<file path="src/rtl/i2cra_pkg.sv">
// ----------------------------------------------------------------------------
// i2cra_pkg
// Shared types and constants for the I2C register access master.
// ----------------------------------------------------------------------------
package i2cra_pkg;

  // Request codes carried in the op field.
  localparam logic [1:0] OP_TICK  = 2'd0;
  localparam logic [1:0] OP_WRITE = 2'd1;
  localparam logic [1:0] OP_READ  = 2'd2;

  // Configuration register indexes (byte address divided by four).
  localparam logic [0:0] REG_MAX_ATTEMPTS = 1'b0;
  localparam logic [0:0] REG_PHASE_TICKS  = 1'b1;

  localparam logic [5:0]  MAX_ATTEMPTS_RESET = 6'd20;
  localparam logic [15:0] PHASE_TICKS_RESET  = 16'd200;

  localparam int QUEUE_DEPTH = 4;
  localparam int QUEUE_AW    = $clog2(QUEUE_DEPTH);

  // One classified tick as it travels from the front end to the sequencer.
  typedef struct packed {
    logic       start;
    logic       read;
    logic [6:0] device_addr;
    logic [7:0] reg_addr;
    logic [7:0] write_data;
    logic       sda_in;
  } item_t;

  typedef struct packed {
    logic [5:0]  max_attempts;
    logic [15:0] phase_ticks;
  } cfg_t;

endpackage

</file>
<file path="src/rtl/i2cra_front.sv">
// ----------------------------------------------------------------------------
// i2cra_front
// Input stage: registers each tick and decodes its op into start and read flags.
// ----------------------------------------------------------------------------
module i2cra_front (
  input  logic               clk,
  input  logic               rst,
  input  logic               req_valid,
  output logic               req_stall,
  input  logic [1:0]         op,
  input  logic [6:0]         device_addr,
  input  logic [7:0]         reg_addr,
  input  logic [7:0]         write_data,
  input  logic               sda_in,
  output logic               push,
  output i2cra_pkg::item_t   push_item,
  input  logic               queue_full
);

  logic             held;
  i2cra_pkg::item_t item;
  logic             take;

  assign push      = held && !queue_full;
  assign push_item = item;
  assign req_stall = held && queue_full;
  assign take      = req_valid && !req_stall;

  always_ff @(posedge clk) begin
    if (rst) begin
      held <= 1'b0;
    end else if (take) begin
      held <= 1'b1;
    end else if (push) begin
      held <= 1'b0;
    end
  end

  // Op value three means nothing and is carried as a plain tick.
  always_ff @(posedge clk) begin
    if (take) begin
      item.start       <= (op == i2cra_pkg::OP_WRITE) || (op == i2cra_pkg::OP_READ);
      item.read        <= (op == i2cra_pkg::OP_READ);
      item.device_addr <= device_addr;
      item.reg_addr    <= reg_addr;
      item.write_data  <= write_data;
      item.sda_in      <= sda_in;
    end
  end

endmodule

</file>
<file path="src/rtl/i2cra_queue.sv">
// ----------------------------------------------------------------------------
// i2cra_queue
// Short first-in first-out queue between the front end and the sequencer.
// ----------------------------------------------------------------------------
module i2cra_queue (
  input  logic             clk,
  input  logic             rst,
  input  logic             push,
  input  i2cra_pkg::item_t push_item,
  output logic             full,
  input  logic             pop,
  output logic             nonempty,
  output i2cra_pkg::item_t head
);

  i2cra_pkg::item_t                    slots [i2cra_pkg::QUEUE_DEPTH];
  logic [i2cra_pkg::QUEUE_AW-1:0]      wr_ptr;
  logic [i2cra_pkg::QUEUE_AW-1:0]      rd_ptr;
  logic [i2cra_pkg::QUEUE_AW:0]        count;

  assign full     = (count == (i2cra_pkg::QUEUE_AW+1)'(i2cra_pkg::QUEUE_DEPTH));
  assign nonempty = (count != '0);
  assign head     = slots[rd_ptr];

  always_ff @(posedge clk) begin
    if (rst) begin
      wr_ptr <= '0;
      rd_ptr <= '0;
      count  <= '0;
    end else begin
      if (push) begin
        wr_ptr <= wr_ptr + 1'b1;
      end
      if (pop) begin
        rd_ptr <= rd_ptr + 1'b1;
      end
      if (push && !pop) begin
        count <= count + 1'b1;
      end else if (pop && !push) begin
        count <= count - 1'b1;
      end
    end
  end

  always_ff @(posedge clk) begin
    if (push) begin
      slots[wr_ptr] <= push_item;
    end
  end

endmodule

</file>
<file path="src/rtl/i2cra_back.sv">
// ----------------------------------------------------------------------------
// i2cra_back
// Bus sequencer: advances the I2C phase timer and bit cells by one tick per
// item and registers the result for the output channel.
// ----------------------------------------------------------------------------
module i2cra_back (
  input  logic             clk,
  input  logic             rst,
  input  i2cra_pkg::cfg_t  cfg,
  input  logic             nonempty,
  input  i2cra_pkg::item_t item,
  output logic             pop,
  output logic             res_valid,
  input  logic             res_stall,
  output logic             scl_out,
  output logic             sda_out,
  output logic             busy_res,
  output logic             done_res,
  output logic             acked,
  output logic [7:0]       read_data,
  output logic [5:0]       attempts_used
);

  typedef enum logic [19:0] {
    PH_IDLE = 20'h00001,
    PH_ST_A = 20'h00002,
    PH_ST_B = 20'h00004,
    PH_ST_C = 20'h00008,
    PH_ST_D = 20'h00010,
    PH_WB_A = 20'h00020,
    PH_WB_B = 20'h00040,
    PH_WB_C = 20'h00080,
    PH_AK_A = 20'h00100,
    PH_AK_B = 20'h00200,
    PH_AK_C = 20'h00400,
    PH_RB_A = 20'h00800,
    PH_RB_B = 20'h01000,
    PH_RB_C = 20'h02000,
    PH_NK_A = 20'h04000,
    PH_NK_B = 20'h08000,
    PH_NK_C = 20'h10000,
    PH_SP_A = 20'h20000,
    PH_SP_B = 20'h40000,
    PH_SP_C = 20'h80000
  } phase_t;

  phase_t      phase, phase_next;
  logic [15:0] counter, counter_next;
  logic [3:0]  bit_count, bit_count_next;
  logic [7:0]  shift, shift_next;
  logic [1:0]  byte_index, byte_index_next;
  logic [5:0]  attempt, attempt_next;
  logic        is_read, is_read_next;
  logic        in_read, in_read_next;
  logic [6:0]  saved_device, saved_device_next;
  logic [7:0]  saved_reg, saved_reg_next;
  logic [7:0]  saved_data, saved_data_next;
  logic [7:0]  read_byte, read_byte_next;
  logic        last_acked, last_acked_next;
  logic        scl_level, scl_level_next;
  logic        sda_level, sda_level_next;
  logic        done_next;
  logic        enter_en;
  logic [15:0] counter_dec;
  logic [15:0] counter_load;
  logic [1:0]  next_index;
  logic [1:0]  phase_bytes;
  logic [7:0]  next_byte;

  assign pop = nonempty && (!res_valid || !res_stall);

  assign counter_dec  = (counter != 16'd0) ? counter - 16'd1 : 16'd0;
  assign counter_load = (cfg.phase_ticks == 16'd0) ? 16'd1 : cfg.phase_ticks;

  // Byte that follows an acknowledged byte, and how many bytes the phase has.
  always_comb begin
    next_index  = byte_index + 2'd1;
    phase_bytes = in_read ? 2'd1 : (is_read ? 2'd2 : 2'd3);
    if (in_read) begin
      next_byte = {saved_device, 1'b1};
    end else if (next_index == 2'd0) begin
      next_byte = {saved_device, 1'b0};
    end else if (next_index == 2'd1) begin
      next_byte = saved_reg;
    end else begin
      next_byte = saved_data;
    end
  end

  always_comb begin
    phase_next        = phase;
    counter_next      = counter;
    bit_count_next    = bit_count;
    shift_next        = shift;
    byte_index_next   = byte_index;
    attempt_next      = attempt;
    is_read_next      = is_read;
    in_read_next      = in_read;
    saved_device_next = saved_device;
    saved_reg_next    = saved_reg;
    saved_data_next   = saved_data;
    read_byte_next    = read_byte;
    last_acked_next   = last_acked;
    scl_level_next    = scl_level;
    sda_level_next    = sda_level;
    done_next         = 1'b0;
    enter_en          = 1'b0;

    if (phase == PH_IDLE) begin
      if (item.start) begin
        is_read_next      = item.read;
        in_read_next      = 1'b0;
        saved_device_next = item.device_addr;
        saved_reg_next    = item.reg_addr;
        saved_data_next   = item.write_data;
        if (item.read) begin
          read_byte_next = 8'd0;
        end
        attempt_next    = 6'd1;
        byte_index_next = 2'd0;
        bit_count_next  = 4'd0;
        phase_next      = PH_ST_A;
        enter_en        = 1'b1;
      end
    end else begin
      counter_next = counter_dec;
      if (counter_dec == 16'd0) begin
        enter_en = 1'b1;
        case (phase)
          PH_ST_A: phase_next = PH_ST_B;
          PH_ST_B: phase_next = PH_ST_C;
          PH_ST_C: phase_next = PH_ST_D;
          PH_ST_D: begin
            byte_index_next = 2'd0;
            shift_next      = in_read ? {saved_device, 1'b1} : {saved_device, 1'b0};
            bit_count_next  = 4'd0;
            phase_next      = PH_WB_A;
          end
          PH_WB_A: phase_next = PH_WB_B;
          PH_WB_B: phase_next = PH_WB_C;
          PH_WB_C: begin
            shift_next     = {shift[6:0], 1'b0};
            bit_count_next = bit_count + 4'd1;
            phase_next     = (bit_count_next >= 4'd8) ? PH_AK_A : PH_WB_A;
          end
          PH_AK_A: phase_next = PH_AK_B;
          PH_AK_B: begin
            last_acked_next = !item.sda_in;
            phase_next      = PH_AK_C;
          end
          PH_AK_C: begin
            if (!last_acked) begin
              phase_next = PH_SP_A;
            end else begin
              byte_index_next = next_index;
              if (next_index < phase_bytes) begin
                shift_next     = next_byte;
                bit_count_next = 4'd0;
                phase_next     = PH_WB_A;
              end else if (!is_read) begin
                phase_next = PH_SP_A;
              end else if (!in_read) begin
                in_read_next = 1'b1;
                attempt_next = 6'd1;
                phase_next   = PH_ST_A;
              end else begin
                shift_next     = 8'd0;
                bit_count_next = 4'd0;
                phase_next     = PH_RB_A;
              end
            end
          end
          PH_RB_A: phase_next = PH_RB_B;
          PH_RB_B: begin
            shift_next = {shift[6:0], item.sda_in};
            phase_next = PH_RB_C;
          end
          PH_RB_C: begin
            bit_count_next = bit_count + 4'd1;
            if (bit_count_next >= 4'd8) begin
              read_byte_next = shift;
              phase_next     = PH_NK_A;
            end else begin
              phase_next = PH_RB_A;
            end
          end
          PH_NK_A: phase_next = PH_NK_B;
          PH_NK_B: phase_next = PH_NK_C;
          PH_NK_C: phase_next = PH_SP_A;
          PH_SP_A: phase_next = PH_SP_B;
          PH_SP_B: phase_next = PH_SP_C;
          PH_SP_C: begin
            // A failed read address phase still moves on to the read phase.
            if (last_acked) begin
              phase_next = PH_IDLE;
              enter_en   = 1'b0;
              done_next  = 1'b1;
            end else if (attempt < cfg.max_attempts) begin
              attempt_next = attempt + 6'd1;
              phase_next   = PH_ST_A;
            end else if (is_read && !in_read) begin
              in_read_next = 1'b1;
              attempt_next = 6'd1;
              phase_next   = PH_ST_A;
            end else begin
              phase_next = PH_IDLE;
              enter_en   = 1'b0;
              done_next  = 1'b1;
            end
          end
          default: begin
            phase_next = PH_IDLE;
            enter_en   = 1'b0;
          end
        endcase
      end
    end

    // Entering a phase restarts its timer and sets the pin it owns.
    if (enter_en) begin
      counter_next = counter_load;
      case (phase_next)
        PH_ST_A, PH_AK_A, PH_RB_A, PH_NK_A, PH_SP_C: sda_level_next = 1'b1;
        PH_ST_C, PH_SP_A:                            sda_level_next = 1'b0;
        PH_WB_A:                                     sda_level_next = shift_next[7];
        PH_ST_B, PH_WB_B, PH_AK_B, PH_RB_B, PH_NK_B, PH_SP_B: scl_level_next = 1'b1;
        PH_ST_D, PH_WB_C, PH_AK_C, PH_RB_C, PH_NK_C:          scl_level_next = 1'b0;
        default: ;
      endcase
    end
  end

  always_ff @(posedge clk) begin
    if (rst) begin
      phase        <= PH_IDLE;
      counter      <= 16'd0;
      bit_count    <= 4'd0;
      shift        <= 8'd0;
      byte_index   <= 2'd0;
      attempt      <= 6'd0;
      is_read      <= 1'b0;
      in_read      <= 1'b0;
      saved_device <= 7'd0;
      saved_reg    <= 8'd0;
      saved_data   <= 8'd0;
      read_byte    <= 8'd0;
      last_acked   <= 1'b0;
      scl_level    <= 1'b1;
      sda_level    <= 1'b1;
    end else if (pop) begin
      phase        <= phase_next;
      counter      <= counter_next;
      bit_count    <= bit_count_next;
      shift        <= shift_next;
      byte_index   <= byte_index_next;
      attempt      <= attempt_next;
      is_read      <= is_read_next;
      in_read      <= in_read_next;
      saved_device <= saved_device_next;
      saved_reg    <= saved_reg_next;
      saved_data   <= saved_data_next;
      read_byte    <= read_byte_next;
      last_acked   <= last_acked_next;
      scl_level    <= scl_level_next;
      sda_level    <= sda_level_next;
    end
  end

  always_ff @(posedge clk) begin
    if (rst) begin
      res_valid <= 1'b0;
    end else if (pop) begin
      res_valid <= 1'b1;
    end else if (!res_stall) begin
      res_valid <= 1'b0;
    end
  end

  always_ff @(posedge clk) begin
    if (pop) begin
      scl_out       <= scl_level_next;
      sda_out       <= sda_level_next;
      busy_res      <= (phase_next != PH_IDLE);
      done_res      <= done_next;
      acked         <= last_acked_next;
      read_data     <= read_byte_next;
      attempts_used <= attempt_next;
    end
  end

endmodule

</file>
<file path="src/rtl/i2c_register_access_master.sv">
// ----------------------------------------------------------------------------
// i2c_register_access_master
// I2C master that writes or reads one device register, with retry on NACK.
// ----------------------------------------------------------------------------
// Every transfer on the request channel is one bus tick and yields exactly one
// transfer on the result channel, in order. The block takes one tick per clock
// cycle for as long as the result side keeps up: the sequencer advances its
// whole bus state by one tick per popped item, and a four-entry queue plus
// an output register absorb short stalls on either side. An accepted tick
// passes the input register and from there goes through
// the queue, and the output register then holds its result. The bus timing is
// set by phase_ticks, counted in ticks rather than clock cycles. Configuration
// registers sit at byte address 0 (max_attempts) and 4 (phase_ticks); write
// them only while no transaction is in flight.
module i2c_register_access_master (
  input  logic        clk,
  input  logic        rst,
  // Configuration port
  input  logic        psel,
  input  logic        penable,
  input  logic        pwrite,
  input  logic [2:0]  paddr,
  input  logic [31:0] pwdata,
  output logic [31:0] prdata,
  output logic        pready,
  // Request channel
  input  logic        req_valid,
  output logic        req_stall,
  input  logic [1:0]  op,
  input  logic [6:0]  device_addr,
  input  logic [7:0]  reg_addr,
  input  logic [7:0]  write_data,
  input  logic        sda_in,
  // Result channel
  output logic        res_valid,
  input  logic        res_stall,
  output logic        scl_out,
  output logic        sda_out,
  output logic        busy_res,
  output logic        done_res,
  output logic        acked,
  output logic [7:0]  read_data,
  output logic [5:0]  attempts_used
);

  i2cra_pkg::cfg_t  cfg;
  i2cra_pkg::item_t push_item;
  i2cra_pkg::item_t head;
  logic             push;
  logic             queue_full;
  logic             nonempty;
  logic             pop;
  logic             cfg_write;

  assign pready    = 1'b1;
  assign cfg_write = psel && penable && pwrite && pready;

  always_ff @(posedge clk) begin
    if (rst) begin
      cfg.max_attempts <= i2cra_pkg::MAX_ATTEMPTS_RESET;
      cfg.phase_ticks  <= i2cra_pkg::PHASE_TICKS_RESET;
    end else if (cfg_write) begin
      case (paddr[2])
        i2cra_pkg::REG_MAX_ATTEMPTS: cfg.max_attempts <= pwdata[5:0];
        i2cra_pkg::REG_PHASE_TICKS:  cfg.phase_ticks  <= pwdata[15:0];
        default: ;
      endcase
    end
  end

  always_comb begin
    case (paddr[2])
      i2cra_pkg::REG_MAX_ATTEMPTS: prdata = {26'd0, cfg.max_attempts};
      i2cra_pkg::REG_PHASE_TICKS:  prdata = {16'd0, cfg.phase_ticks};
      default:                     prdata = 32'd0;
    endcase
  end

  i2cra_front u_front (
    .clk         (clk),
    .rst         (rst),
    .req_valid   (req_valid),
    .req_stall   (req_stall),
    .op          (op),
    .device_addr (device_addr),
    .reg_addr    (reg_addr),
    .write_data  (write_data),
    .sda_in      (sda_in),
    .push        (push),
    .push_item   (push_item),
    .queue_full  (queue_full)
  );

  i2cra_queue u_queue (
    .clk       (clk),
    .rst       (rst),
    .push      (push),
    .push_item (push_item),
    .full      (queue_full),
    .pop       (pop),
    .nonempty  (nonempty),
    .head      (head)
  );

  i2cra_back u_back (
    .clk           (clk),
    .rst           (rst),
    .cfg           (cfg),
    .nonempty      (nonempty),
    .item          (head),
    .pop           (pop),
    .res_valid     (res_valid),
    .res_stall     (res_stall),
    .scl_out       (scl_out),
    .sda_out       (sda_out),
    .busy_res      (busy_res),
    .done_res      (done_res),
    .acked         (acked),
    .read_data     (read_data),
    .attempts_used (attempts_used)
  );

endmodule

</file>
<file path="config.mk">
export PLATFORM = sky130hd
export DESIGN_NAME = i2c_register_access_master
export DESIGN_NICKNAME = d
export VERILOG_FILES = /design/src/rtl/i2cra_pkg.sv /design/src/rtl/i2cra_front.sv /design/src/rtl/i2cra_queue.sv /design/src/rtl/i2cra_back.sv /design/src/rtl/i2c_register_access_master.sv
export SDC_FILE = /design/constraint.sdc
export NUM_CORES = 1
export LEC_CHECK = 0
export BUFFER_PORTS_ARGS = -buffer_cell sky130_fd_sc_hd__buf_2
export CAP_MARGIN = 20
export CELL_PAD_IN_SITES_DETAIL_PLACEMENT = 0
export CELL_PAD_IN_SITES_GLOBAL_PLACEMENT = 2
export CORE_MARGIN = 3
export CORE_UTILIZATION = 36
export CTS_BUF_LIST = sky130_fd_sc_hd__clkbuf_4
export DETAILED_ROUTE_END_ITERATION = 10
export HOLD_SLACK_MARGIN = 0.02
export PLACE_DENSITY_LB_ADDON = 0.1
export SYNTH_ARGS = -nofsm -noshare
export SYNTH_HDL_FRONTEND = slang
export SYNTH_SLANG_ARGS = --single-unit
</file>
<file path="constraint.sdc">
create_clock -name clk -period 3.7 [get_ports clk]
set_input_delay 0.185 -clock clk [delete_from_list [all_inputs] [get_ports clk]]
set_output_delay 0.185 -clock clk [all_outputs]
set_load 0.005 [all_outputs]
</file>
# ---- After elaboration in Yosys (flattened, before gate mapping)
# Memory sizes are Yosys's and may differ from the RTL's. A register that Yosys moved wholly into a read port is not among the register bits.
# Index checks and enable logic that the tools add are counted.
# W data, S select, Z words.
dict set report op_classes {
  n_addsub 8
  order_cmp 3
  eq_ne 58
  n_mux 98
  bitwise_logic 4
  reduce_logical 46
}
# op count
set ops {}
lappend ops {{$pmux W20 S19} 1}
lappend ops {{$mux W20} 8}
lappend ops {{$mux W8} 15}
lappend ops {{$mux W16} 4}
lappend ops {{$pmux W32 S2} 1}
lappend ops {{$mux W6} 10}
lappend ops {{$eq A20 B10 Y1 const B} 2}
lappend ops {{$eq A20 B11 Y1 const B} 2}
lappend ops {{$eq A20 B12 Y1 const B} 2}
lappend ops {{$eq A20 B13 Y1 const B} 2}
lappend ops {{$eq A20 B14 Y1 const B} 2}
lappend ops {{$eq A20 B15 Y1 const B} 2}
lappend ops {{$eq A20 B16 Y1 const B} 2}
lappend ops {{$eq A20 B17 Y1 const B} 2}
lappend ops {{$eq A20 B18 Y1 const B} 2}
lappend ops {{$eq A20 B19 Y1 const B} 2}
lappend ops {{$eq A20 B2 Y1 const B} 2}
lappend ops {{$eq A20 B20 Y1 const B} 2}
lappend ops {{$eq A20 B3 Y1 const B} 2}
lappend ops {{$eq A20 B4 Y1 const B} 2}
lappend ops {{$eq A20 B5 Y1 const B} 2}
lappend ops {{$eq A20 B6 Y1 const B} 2}
lappend ops {{$eq A20 B7 Y1 const B} 2}
lappend ops {{$eq A20 B8 Y1 const B} 2}
lappend ops {{54 further kinds} 142}
dict set report word_totals {
  register_bits 168
  mem_bits_rw 104
  inputBits 68
  elab_cells 254
  n_memories 1
}
# memory words width rd rd_ports_with_merged_regs write_ports line_no
set memory_table {}
lappend memory_table {u_queue.slots 4 26 1 1 1 i2cra_queue.sv:16} ;# i2cra_pkg::item_t slots [i2cra_pkg::QUEUE_DEPTH];

# ---- Depth between registers and ports, before layout
dict set report depth {
  ltp_word 12
  ltp_mapped 16
}

# ---- By module
# Synthesis repeated with hierarchy kept, for this count alone.
dict set report unflattened {
  cells_unflattened 1254
  hier_area_um2 13432.9
}
# mod instances cells_per_inst area_each_um2 seq_area_each_um2
set by_module_without_submodules {}
lappend by_module_without_submodules {i2cra_back 1 907 7085.5 2432.3}
lappend by_module_without_submodules {i2cra_queue 1 180 4227.8 3303.2}
lappend by_module_without_submodules {i2c_register_access_master 1 132 1263.7 440.4}
lappend by_module_without_submodules {i2cra_front 1 35 855.8 800.8}

# ---- Worst setup path before layout
# OpenSTA, ideal clock, no wires.
dict set report synth_timing {
  kind {register -> register}
  start {register u_back.counter[0]}
  end {register u_back.scl_out (data pin)}
  arrival_ns 3.562
  required_ns 3.441
  path_slack_ns -0.120
  stages_incl_launch_ff 14
  n_path_buf 1
  period_less_slack_ns 3.820
  cell_sequence {dfxtp_1 inv_1 ha_1 or4b_2 clkbuf_1 nor4_1 mux2i_1 o211a_1 o211a_1 mux2i_1 nand4b_1 or4b_1 o211ai_2 nand2_1}
}
dict set report synth_via {
  elab_chain_cells 9
  elab_cells_between_ends 23
  classes_between {add/sub (1); eq/ne (11); mux (7); reduce/logical (4)}
}
# item line_no
set synth_lines {}
lappend synth_lines {{start, declared} i2cra_back.sv:48} ;# logic [15:0] counter, counter_next;
lappend synth_lines {{start signal, assigned} i2cra_back.sv:252} ;# counter <= counter_next;
lappend synth_lines {{$sub A16 B1 Y16 / $reduce_bool A16 Y1 (equally long branches)} i2cra_back.sv:72} ;# assign counter_dec = (counter != 16'd0) ? counter - 16'd1 : 16'd0;
lappend synth_lines {{$mux W16 (*)} i2cra_back.sv:72}
lappend synth_lines {{$logic_not A16 Y1 (*)} i2cra_back.sv:127} ;# if (counter_dec == 16'd0) begin
lappend synth_lines {{$mux W20} i2cra_back.sv:127}
lappend synth_lines {{$mux W20} i2cra_back.sv:109} ;# if (phase == PH_IDLE) begin
lappend synth_lines {{$eq A20 B3 Y1, or another cell as far along} i2cra_back.sv:222} ;# case (phase_next)
lappend synth_lines {{$reduce_or A6 Y1 / $reduce_or A5 Y1 (equally long branches)} i2cra_back.sv:222}
lappend synth_lines {{$pmux W1 S2} i2cra_back.sv:222}
lappend synth_lines {{$mux W1 (*)} i2cra_back.sv:220} ;# if (enter_en) begin
lappend synth_lines {{net u_back.scl_level_next} i2cra_back.sv:60} ;# logic scl_level, scl_level_next;
lappend synth_lines {{end signal, assigned} i2cra_back.sv:281} ;# scl_out <= scl_level_next;
lappend synth_lines {{end, declared} i2cra_back.sv:15} ;# output logic scl_out,
# The timed path passes the listed nets; every way through them passes the cells marked *.
# A chain may end at the register's enable or synchronous reset.

# ---- Final worst setup path
dict set report layout_timing {
  start {register u_back.counter[5]}
  end {register u_back.scl_out (data pin)}
}
# Same word-level chain as after synthesis.

==> impl_metrics.py <==
metrics = {
    "critical_path": {
        "cp.arrival_ns": 4.14,
        "cp_num_buf_inv": 4,
        "cp-start-kind": "register",
        "path_class": "reg2reg",
        "crit_required_ns": 4.19,
        "crit_slowest_cell": "or4b_4",
        "slowest_delay_ns": 0.57,
        "cp_cell_sequence": "or4_4 > buf_6 > a2111o_1 > a22oi_2 > buf_4 > nor4b_4 > o211ai_2 > buf_6 > buf_4 > nand3_2 > o21ai_2 > nand4b_1 > or4b_4 > o211ai_2 > nand2_1",
        "crit_family": "simple AND/OR/NAND/NOR gates",
        "worstSetupEndpointType": "register",
        "critPathMaxFanout": 6,
    },
    "floorplan": {
        "die_h_um": 198,
        "die_area_sq_um": 39000,
        "start_util": 0.369,
        "io_pins": 122,
        "row_count": 69,
        "die_w_um": 198,
        "design.core.area_sq_um": 35800,
    },
    "placed_design": {
        "hpwl_um": 26900,
        "port_buffers": 86,
        "gp_congestion": 0.908,
    },
    "clock_network": {
        "cts_buffers": 77,
        "clk_pin_slew_ns": 0.06,
        "root_buffer": "clkbuf_4",
        "cts_buffer_depth": 3,
        "clk_latency_ns": 0.76,
        "cts_tree": "done",
        "cts_sinks": 274,
        "ctsHtreeMaxLevel": 3,
    },
    "pwr": {
        "power_leakage_nw": 6.51,
        "peakVddDrop_mv": 0.405,
        "power.density_nw_per_um2": 710,
        "power_switching_w": 0.00446,
        "comb_power_share": 0.438,
        "p_int_w": 0.00762,
        "power.total_w": 0.0121,
        "seqPwrFrac": 0.323,
        "p_sw_frac": 0.369,
        "clockPowerShare": 0.239,
    },
    "sta": {
        "post-route-min-period_ns": 3.65,
        "slew_viol_final": 0,
        "report.final.setup_viol": 0,
        "rsz0062_at_grt": "true",
        "slew_headroom": 0.412,
        "fmax_mhz": 274,
        "tightestPinTransition_ns": 0.882,
        "fin_worst_skew_ns": 0.0344,
        "hold_violations": 0,
        "fin_crit_sh": 0.987,
    },
    "global_routing": {
        "grt_pass1_wl_um": 61500,
        "overflow": 0,
        "antenna_found_initial": 2,
        "grt_use_total": 0.201,
        "grt_pass1_vias": 11200,
        "grt_max_degree": 67,
    },
    "drt": {
        "vias": 10800,
        "routedWlPerCell_um": 17.9,
        "ant_nets": 0,
        "drc": 0,
        "wirelength_um": 38400,
        "drtIter0Drc": 599,
        "first_pass_iters": 4,
        "vias_per_cell": 5.04,
    },
    "layout": {
        "fin_nets": 1704,
        "utilization": 0.475,
        "largest_reg_flops": 104,
        "largest-register": "u_queue.slots",
        "layout-drive-gt1-share": 0.292,
        "area_growth_pct": 28.9,
    },
    "synth": {
        "synth_xor_area_frac": 0.0153,
        "netlist_area_sq_um": 13200,
        "synth-seq-area-share": 0.528,
        "ys.flop_type": "edfxtp_1",
        "yosys-top-cells-area": "edfxtp_1 34%, dfxtp_1 19%, nand2_1 5.9%",
        "synthArstFlopShare": 0,
        "ys_types": 86,
        "synth_top_family_by_area": "simple AND/OR/NAND/NOR gates",
        "synth_compound_area_frac": 0.135,
        "synth_edf_count": 149,
        "synth.most_common_cell": "nand2_1",
        "synth-seq-cells": 274,
        "yosysWarnings": 0,
        "yosys.area_share.adder": 0.0176,
        "synthSimpleGateAreaFrac": 0.198,
        "muxShareOfSynthArea": 0.0635,
        "synth_common_cells": "209 x nand2_1, 149 x edfxtp_1, 125 x dfxtp_1",
        "avgSynthCellArea_sq_um": 10.1,
        "synthCells": 1305,
        "synth_top_cell_area_share": 0.339,
        "yosys.area.top_type": "edfxtp_1",
    },
    "flow_run": {
        "cap_violations": 0,
    },
    "run_status": {
        "outcome": "finished clean",
    },
    "hold_path": {
        "min_path_type": "in2reg",
    },
}
-- routing by layer --
layer / vias up / part of all wire / global-route usage
met5: - / 0 / 0
met4: 0 / 0.030 / 0.0734
met3: 80 / 0.036 / 0.0438
met2: 194 / 0.48 / 0.334
met1: 5115 / 0.45 / 0.258
li1: 5422 / - / -
-- worst min-delay path, cell delays in order --
cell and delay [ns]:
buf_2 0.10, nand3_1 0.09, nor2_1 0.06, buf_4 0.19
nand2_1 0.08, a21oi_1 0.05
-- layout by cell type, fill, tap and decap left out, drive strengths merged, types with 9 or more instances in the layout --
| master | synthesis | final |
|---|---|---|
| nor4 | 24 | 24 |
| inv | 22 | 23 |
| dlygate4sd3 | 0 | 60 |
| clkbuf | 66 | 125 |
| xor2 | 10 | 10 |
| mux4 | 26 | 26 |
| a211oi | 21 | 21 |
| edfxtp | 149 | 149 |
| mux2i | 23 | 23 |
| o21ai | 45 | 45 |
| buf | 34 | 259 |
| a21oi | 117 | 117 |
| ha | 17 | 17 |
| conb | 2 | 17 |
| nand2 | 210 | 210 |
| nand3 | 27 | 27 |
| xnor2 | 13 | 13 |
| nand2b | 14 | 14 |
| a22oi | 9 | 9 |
| clkinv | 0 | 12 |
| dfxtp | 125 | 125 |
| nor2 | 116 | 116 |
| nor3 | 43 | 43 |
| and2 | 24 | 24 |
| or3 | 10 | 10 |
-- path summary, 6_finish.rpt --
kind                               start                endpoint  slack, ns  cells past startpoint
setup reg to reg       u_back.counter[5]          u_back.scl_out       0.05                     15
hold reg to reg   u_back.saved_device[0]  u_back.saved_device[0]       0.46                      2
hold / removal                    pwrite                  cfg[2]       0.06                      6
setup / recovery       u_back.counter[5]          u_back.scl_out       0.05                     15
-- final cells by class --
class / instances / area [sq um]
fill: 3460 / 18800
sequential: 274 / 6980
multi-input combinational: 924 / 5960
timing repair buffer: 319 / 2370
clock buffer: 125 / 938
tap: 461 / 577
clock inverter: 15 / 97.6
inverter: 22 / 82.6
antenna: 5 / 12.5
-- timing repair --
| item | in CTS | in global routing |
|---|---|---|
| buffers inserted | 3 | 5 |
| setup endpoints to repair | 60 | 24 |
| pin swaps | 6 | 12 |
| resized for setup | 23 | 28 |
| hold buffers | 60 | 0 |
| endpoints found under the hold margin | 97 | 0 |
-- power groups by stage --
| stage | combinational [W] | sequential, W | clock, W |
|---|---|---|---|
| 5_1_grt | 0.00583 | 0.00395 | 0.00319 |
| 4_1_cts | 0.00517 | 0.00391 | 0.00302 |
| 2_1_floorplan | 0.00290 | 0.00389 | 0 |
| 6_report | 0.00529 | 0.00390 | 0.00289 |
| 3_3_place_gp | 0.00500 | 0.00395 | 0 |
| 3_5_place_dp | 0.00496 | 0.00396 | 0 |
-- metrics by stage --
| stage | setup TNS, ns | hold WS, ns | setup WS [ns] | cells | cell area [sq um] |
|---|---|---|---|---|---|
| 3_3_place_gp | -3.02 | 0.361 | -0.271 | 1931 | 15100 |
| 2_1_floorplan | 0 | 0.284 | 0.00392 | 1320 | 13300 |
| 3_5_place_dp | -3.46 | 0.363 | -0.297 | 1931 | 15100 |
| 6_report | 0 | 0.0634 | 0.0478 | 2145 | 17000 |
| 5_1_grt | -0.609 | 0.0173 | -0.126 | 2145 | 17000 |
| 4_1_cts | 0 | 0.0284 | 0.00445 | 2134 | 16800 |
-- cell families (layout without fill, tap and decap cells) --
| family | after synthesis | count (layout) |
|---|---|---|
| buffers and inverters | 122 | 481 |
| flip-flops | 274 | 274 |
| XOR/XNOR | 23 | 23 |
| other | 2 | 22 |
| AO/OA/AOI/OAI | 278 | 278 |
| AND/OR/NAND/NOR | 537 | 537 |
| multiplexers | 51 | 51 |
| adder cells (fa/ha/maj) | 18 | 18 |
(Power assumes the default switching activity.)
